### src/rtl/core/one_time_nonce_replay_bitmap_top_defines.svh
// assertion macros shared by the nonce replay bitmap rtl
// no dependencies; included by the files that carry assertions
`ifndef ONE_TIME_NONCE_REPLAY_BITMAP_TOP_DEFINES_SVH
`define ONE_TIME_NONCE_REPLAY_BITMAP_TOP_DEFINES_SVH
`ifndef SYNTHESIS
`define OTN_ASSERT_IMP(label, clk, rst_n, ante, cons) \
    label: assert property (@(posedge clk) disable iff (!rst_n) (ante) |-> (cons)) \
        else $error("implication check failed");
`define OTN_ASSERT_NEXT(label, clk, rst_n, ante, cons) \
    label: assert property (@(posedge clk) disable iff (!rst_n) (ante) |=> (cons)) \
        else $error("next-cycle check failed");
`else
`define OTN_ASSERT_IMP(label, clk, rst_n, ante, cons)
`define OTN_ASSERT_NEXT(label, clk, rst_n, ante, cons)
`endif
`endif

### src/rtl/core/otn_pkg.sv
// shared types and codes for the nonce replay bitmap
// no dependencies; imported by the controller, datapath and top level
package otn_pkg;

    localparam int POOL_BITS_W = 4;
    localparam int NONCE_W     = 32;
    localparam int POOL_W      = 10;
    localparam int STATUS_W    = 2;

    // stream payload widths, padded to whole bytes
    localparam int S_TDATA_W = 80;
    localparam int M_TDATA_W = 40;

    localparam logic FUNC_ISSUE = 1'b0;
    localparam logic FUNC_CHECK = 1'b1;

    localparam logic [STATUS_W-1:0] STAT_OK       = 2'd0;
    localparam logic [STATUS_W-1:0] STAT_BAD_POOL = 2'd1;
    localparam logic [STATUS_W-1:0] STAT_OVERFLOW = 2'd2;
    localparam logic [STATUS_W-1:0] STAT_REPLAY   = 2'd3;

    typedef struct packed {
        logic clear;
        logic load_in;
        logic calc1;
        logic calc2;
        logic calc3;
        logic calc4;
        logic modify;
        logic load_out;
    } otn_cmd_t;

    typedef struct packed {
        logic clr_last;
        logic out_free;
    } otn_sts_t;

endpackage

### src/rtl/core/otn_ctrl.sv
// controller state machine for the nonce replay bitmap
// depends on otn_pkg and the shared assertion macro header
`include "one_time_nonce_replay_bitmap_top_defines.svh"

module otn_ctrl
    import otn_pkg::*;
(
    input  logic      clk,
    input  logic      rst_n,
    input  logic      s_tvalid,
    output logic      s_tready,
    input  otn_sts_t  sts,
    output otn_cmd_t  cmd
);

    typedef enum logic [7:0] {
        ST_CLEAR = 8'b0000_0001,
        ST_IDLE  = 8'b0000_0010,
        ST_CALC1 = 8'b0000_0100,
        ST_CALC2 = 8'b0000_1000,
        ST_CALC3 = 8'b0001_0000,
        ST_CALC4 = 8'b0010_0000,
        ST_MOD   = 8'b0100_0000,
        ST_DONE  = 8'b1000_0000
    } state_t;

    state_t state_reg;
    state_t state_next;

    always_ff @(posedge clk or negedge rst_n)
    begin
        if (!rst_n)
        begin
            state_reg <= ST_CLEAR;
        end
        else
        begin
            state_reg <= state_next;
        end
    end

    always_comb
    begin
        state_next = state_reg;
        cmd        = '0;
        s_tready   = 1'b0;
        case (state_reg)
            ST_CLEAR:
            begin
                cmd.clear = 1'b1;
                if (sts.clr_last)
                begin
                    state_next = ST_IDLE;
                end
            end
            ST_IDLE:
            begin
                s_tready    = 1'b1;
                cmd.load_in = s_tvalid;
                if (s_tvalid)
                begin
                    state_next = ST_CALC1;
                end
            end
            ST_CALC1:
            begin
                cmd.calc1  = 1'b1;
                state_next = ST_CALC2;
            end
            ST_CALC2:
            begin
                cmd.calc2  = 1'b1;
                state_next = ST_CALC3;
            end
            ST_CALC3:
            begin
                cmd.calc3  = 1'b1;
                state_next = ST_CALC4;
            end
            ST_CALC4:
            begin
                cmd.calc4  = 1'b1;
                state_next = ST_MOD;
            end
            ST_MOD:
            begin
                cmd.modify = 1'b1;
                state_next = ST_DONE;
            end
            ST_DONE:
            begin
                cmd.load_out = sts.out_free;
                if (sts.out_free)
                begin
                    state_next = ST_IDLE;
                end
            end
            default:
            begin
                state_next = ST_CLEAR;
            end
        endcase
    end

    // one request in flight at a time
    `OTN_ASSERT_NEXT(a_one_in_flight, clk, rst_n, s_tvalid && s_tready, !s_tready)
    `OTN_ASSERT_IMP(a_no_accept_in_clear, clk, rst_n, cmd.clear, !cmd.load_in)

endmodule

### config.mk
export PLATFORM = sky130hd
export DESIGN_NAME = otn_ctrl
export DESIGN_NICKNAME = d
export VERILOG_FILES = /design/src/rtl/core/otn_pkg.sv /design/src/rtl/core/otn_ctrl.sv
export VERILOG_INCLUDE_DIRS = /design/src /design/src/rtl/core
export SDC_FILE = /design/constraint.sdc
export NUM_CORES = 1
export LEC_CHECK = 0
export BUFFER_PORTS_ARGS = -buffer_cell sky130_fd_sc_hd__buf_2
export CAP_MARGIN = 10
export CORE_MARGIN = 2
export CORE_UTILIZATION = 30
export DETAILED_ROUTE_END_ITERATION = 6
export GPL_ROUTABILITY_DRIVEN = 1
export GPL_TIMING_DRIVEN = 0
export PLACE_DENSITY = 0.47
export SYNTH_ARGS = -nofsm -noshare
export SYNTH_HDL_FRONTEND = slang
export SYNTH_SLANG_ARGS = --single-unit
### constraint.sdc
create_clock -name clk -period 1.8 [get_ports clk]
set_input_delay 0.09 -clock clk [delete_from_list [all_inputs] [get_ports clk]]
set_output_delay 0.09 -clock clk [all_outputs]
set_load 0.05 [all_outputs]
# After elaboration in Yosys (flattened, before gate mapping)
# Index checks and enable logic that the tools add are counted.
[word_totals]
ff_bits = 8
out_inout_bits = 9
[op_classes]
n_eq_ne = 11
n_mux = 13
n_reduce_logical = 1
[ops]
columns = ["operator", "n"]
rows = [
  ["8-bit case mux with 8 select lines", 1],
  ["8-bit two-way mux", 3],
  ["1-bit two-way mux", 9],
  ["8-bit by 1-bit == test with 1-bit output (second input constant)", 1],
  ["8-bit by 2-bit == test with 1-bit output (second input constant)", 1],
  ["8-bit by 3-bit == test with 1-bit output (second input constant)", 1],
  ["8-bit by 4-bit == test with 1-bit output (second input constant)", 1],
  ["8-bit by 5-bit == test with 1-bit output (second input constant)", 1],
  ["8-bit by 6-bit == test with 1-bit output (second input constant)", 1],
  ["8-bit by 7-bit == test with 1-bit output (second input constant)", 1],
  ["8-bit == test (second input constant)", 1],
  ["2-bit != test (second input constant)", 3],
  ["3-bit AND reduction", 1],
]

# Logic depth before layout (Yosys ltp)
[depth]
word_depth = 3
mapped_depth = 5
mapped_depth_nobuf = 4

# Worst setup path before layout
# Ideal clock, no wire load.
[synth_path]
path_type = "reg-to-output"
from = "register state_reg[3]"
to = "output port cmd[6] in the netlist's numbering"
t_arrival_ps = 2617
t_required_ps = 1710
path_slack_ps = -907
stages_incl_launch_ff = 6
path_cell_list = "dfrtp_1 buf_2 nor3_1 nand2_1 nor3b_1 and2_1"
[synth_lines]
columns = ["item", "line", "rtl"]
rows = [
  ["from (decl)", "otn_ctrl.sv:27", "state_t state_reg;"],
  ["from (signal assigned)", "otn_ctrl.sv:38", "state_reg <= state_next;"],
  ["to (decl)", "otn_ctrl.sv:13", "output otn_cmd_t cmd"],
]

==> impl_metrics.yaml <==
status:
  status: "finished with violations"
  violations: "setup timing"
floorplanning:
  rows: 15
  die_y_um: 46.4
  core_mm2: 0.00171
  io_pins: 14
  start_util: 0.315
  die_area_mm2: 0.00215
  dieWidth_um: 46.4
critical_path:
  crit_path_start_kind: "flop"
  required_ns: 1.71
  worst-path-stages: 4
  startpoint: "state_reg[4]"
  crit_type: "flop to output pin"
  crit_arrival_ns: 1.98
  max_stage_delay_ns: 0.54
  path_buf_inv: 1
  slowest_stage: "or4_4"
  crit_chain: "or3_4 > or4_4 > nor3b_4 > buf_6"
  r2r_slack_ns: -0.11
  crit_fanout: 5
  reg2reg_to: "state_reg[0]"
  critical_path.top_delay_family: "simple AND/OR/NAND/NOR gates"
  reg2reg_depth: 7
  end_kind: "output pin"
  crit_path_end: "cmd[5]"
  reg2reg_from: "state_reg[4]"
routing:
  post-route-drc-count: 0
  wl_um: 1330
  vias_per_cell: 4.82
  final_antenna_net_count: 0
  drtIter0Drc: 9
  num_vias: 535
  drtPass1Iterations: 4
  wl_per_cell_um: 12.0
power_and_ir_drop:
  total_power_uw: 1140
  internal_power_uw: 675
  ir_drop_mv: 1.14
  p_clk_frac: 0.136
  netSwitchingFraction: 0.406
  power_frac_comb: 0.636
  pwr-share-seq: 0.228
  powerDensity_mw_per_mm2: 1230
  p_leak_uw: 0.000396
  p_sw_uw: 461
timing:
  fin_crit_ns: 2.07
  worst_slew_pin_slew_ns: 0.362
  hold_viol_final: 0
  finalSetupViolations: 8
  rsz0062_at_grt: "yes"
  max_freq_mhz: 482
  maxSlewHeadroom: 0.756
  maxSlewViolCount: 0
  period_share: 1.15
  setup_slack_ns: -0.274
  skew_ns: 0.00432
cts:
  cts_tree: "yes"
  path_clk_slew_ns: 0.06
  numCtsBuffers: 3
  clk_latency_ns: 0.26
  h-tree-depth: 1
  clock_path_buffers: 2
  cts_root_buffer: "clkbuf_4"
  clock_sinks: 8
logic_synthesis:
  netlist_area_um2: 538
  ys_types: 27
  synth.yosys.seq_area_share: 0.374
  synth-simple-area-share: 0.414
  synth_seq_cells: 8
  synthFlopType: "dfrtp_1"
  synthXorXnorAreaFrac: 0.0163
  synth_fa_ha_area_frac: 0
  synth.area.top_cells: "dfrtp_1, nor3b_1, or4_4"
  synth_top_family_by_area: "simple AND/OR/NAND/NOR gates"
  synth_top_cell_area_share: 0.326
  ys_warn_count: 0
  synthCells: 55
  syn_nets: 60
  synth_top_cell_by_area: "dfrtp_1"
  synth_enable_flop_cells: 0
  synth_compound_area_frac: 0.112
  synthArstFlopShare: 1.00
  synthMuxAreaShare: 0.0186
  syn_avg_cell_area_um2: 9.78
grt:
  grt_pass1_wl_um: 2160
  grt-ovfl-total: 0
  track_usage: 0.142
  grt_max_degree: 11
  grt_pass1_vias: 499
  antenna_found_initial: 0
cells_and_area:
  largest_register_ffs: 8
  finalNetCount: 92
  layout-drive-gt1-share: 0.674
  antenna_cells: 0
  areaGrowthSynthToFinish_pct: 71.6
hold_path:
  holdCritPathClass: "primary input to flop"
  hold_depth: 2
place:
  post-place-ws_ns: -0.0966
  place_congestion: 0.683
  numPortBuffers: 13
run:
  maxCapViolations: 0
[power by group through the flow]
stage          clock network (uW)  registers (uW)  logic (uW)
2_1_floorplan                   0             249         415
6_report                      154             260         723
3_5_place_dp                    0             263         482
4_1_cts                       160             264         583
5_1_grt                       172             265         776
3_3_place_gp                    0             266         487
[metrics by stage]
step / instance area [um2] / TNS (ns) / std cells / hold WS [ns] / util
CTS: 825 / -1.37 / 103 / 0.0523 / 0.483
global route: 923 / -1.66 / 111 / 0.0650 / 0.541
detailed placement: 696 / -0.296 / 93 / -0.0492 / 0.407
global placement: 696 / -0.337 / 93 / -0.0456 / 0.407
floorplan: 599 / -0.413 / 55 / -0.206 / -
finish: 923 / -1.24 / 111 / 0.0590 / 0.541
[worst reg2reg max path: cells and delay by family (launching register included)]
family                 cells  cell delay [ns]
and+or+nand+nor            2             0.83
DFF                        1             0.43
buffers and inverters      3             0.40
AOI/OAI and AO/OA          2             0.19
[worst min-delay path by stage]
stage	from	endpoint	slack [ns]
5_1_grt	s_tvalid	state_reg[2]	0.06
6_report	s_tvalid	state_reg[2]	0.06
4_1_cts	s_tvalid	state_reg[2]	0.05
3_3_place_gp	rst_n	state_reg[2]	-0.05
2_1_floorplan	rst_n	state_reg[1]	-0.21
3_5_place_dp	rst_n	state_reg[5]	-0.05
[layer usage]
metal | part of all wire | GRT usage
met5 | 0 | 0
met4 | 0 | 0.0857
met3 | 0.031 | 0.0235
met2 | 0.48 | 0.194
met1 | 0.49 | 0.204
[layout by cell type, fill, tap and decap left out, types with 2 or more instances in the layout]
master / count
nor3_2: 2
clkbuf_4: 3
a21oi_2: 3
buf_4: 13
or4_4: 3
nor2_4: 2
dfrtp_2: 4
nor3b_4: 3
buf_6: 11
or4b_2: 2
nand2b_1: 2
nor3b_1: 4
nor2_1: 2
and3_1: 2
dfrtp_1: 3
o22a_1: 2
buf_2: 6
[Yosys cell counts (3+ instances only)]
cell	n
dfrtp_1	7
nor3b_1	7
nor2_1	4
a21oi_1	3
nor3_1	3
or4_4	3
[cells by family (layout without fill, tap and decap cells)]
group	Yosys count	in the layout
multiplexers	1	1
flip-flops	8	8
AND/OR/NAND/NOR	32	32
XOR/XNOR	1	1
buffers and inverters	5	36
AO/OA/AOI/OAI	8	8
[cell type report]
class	instances	area, um2
tap	25	31.3
timing repair buffer	28	235
buffer	3	26.3
multi-input combinational	42	394
sequential	8	206
fill	153	785
inverter	1	3.75
clock buffer	4	26.3
[what timing repair did]
item,in CTS,in global routing
setup endpoints to repair,8,11
pin swaps,5,7
setup buffers,5,9
resized for setup,17,13
gates cloned,0,0
endpoints found under the hold margin,8,0
hold buffers,1,0
Power figures use the tool's default switching activity.
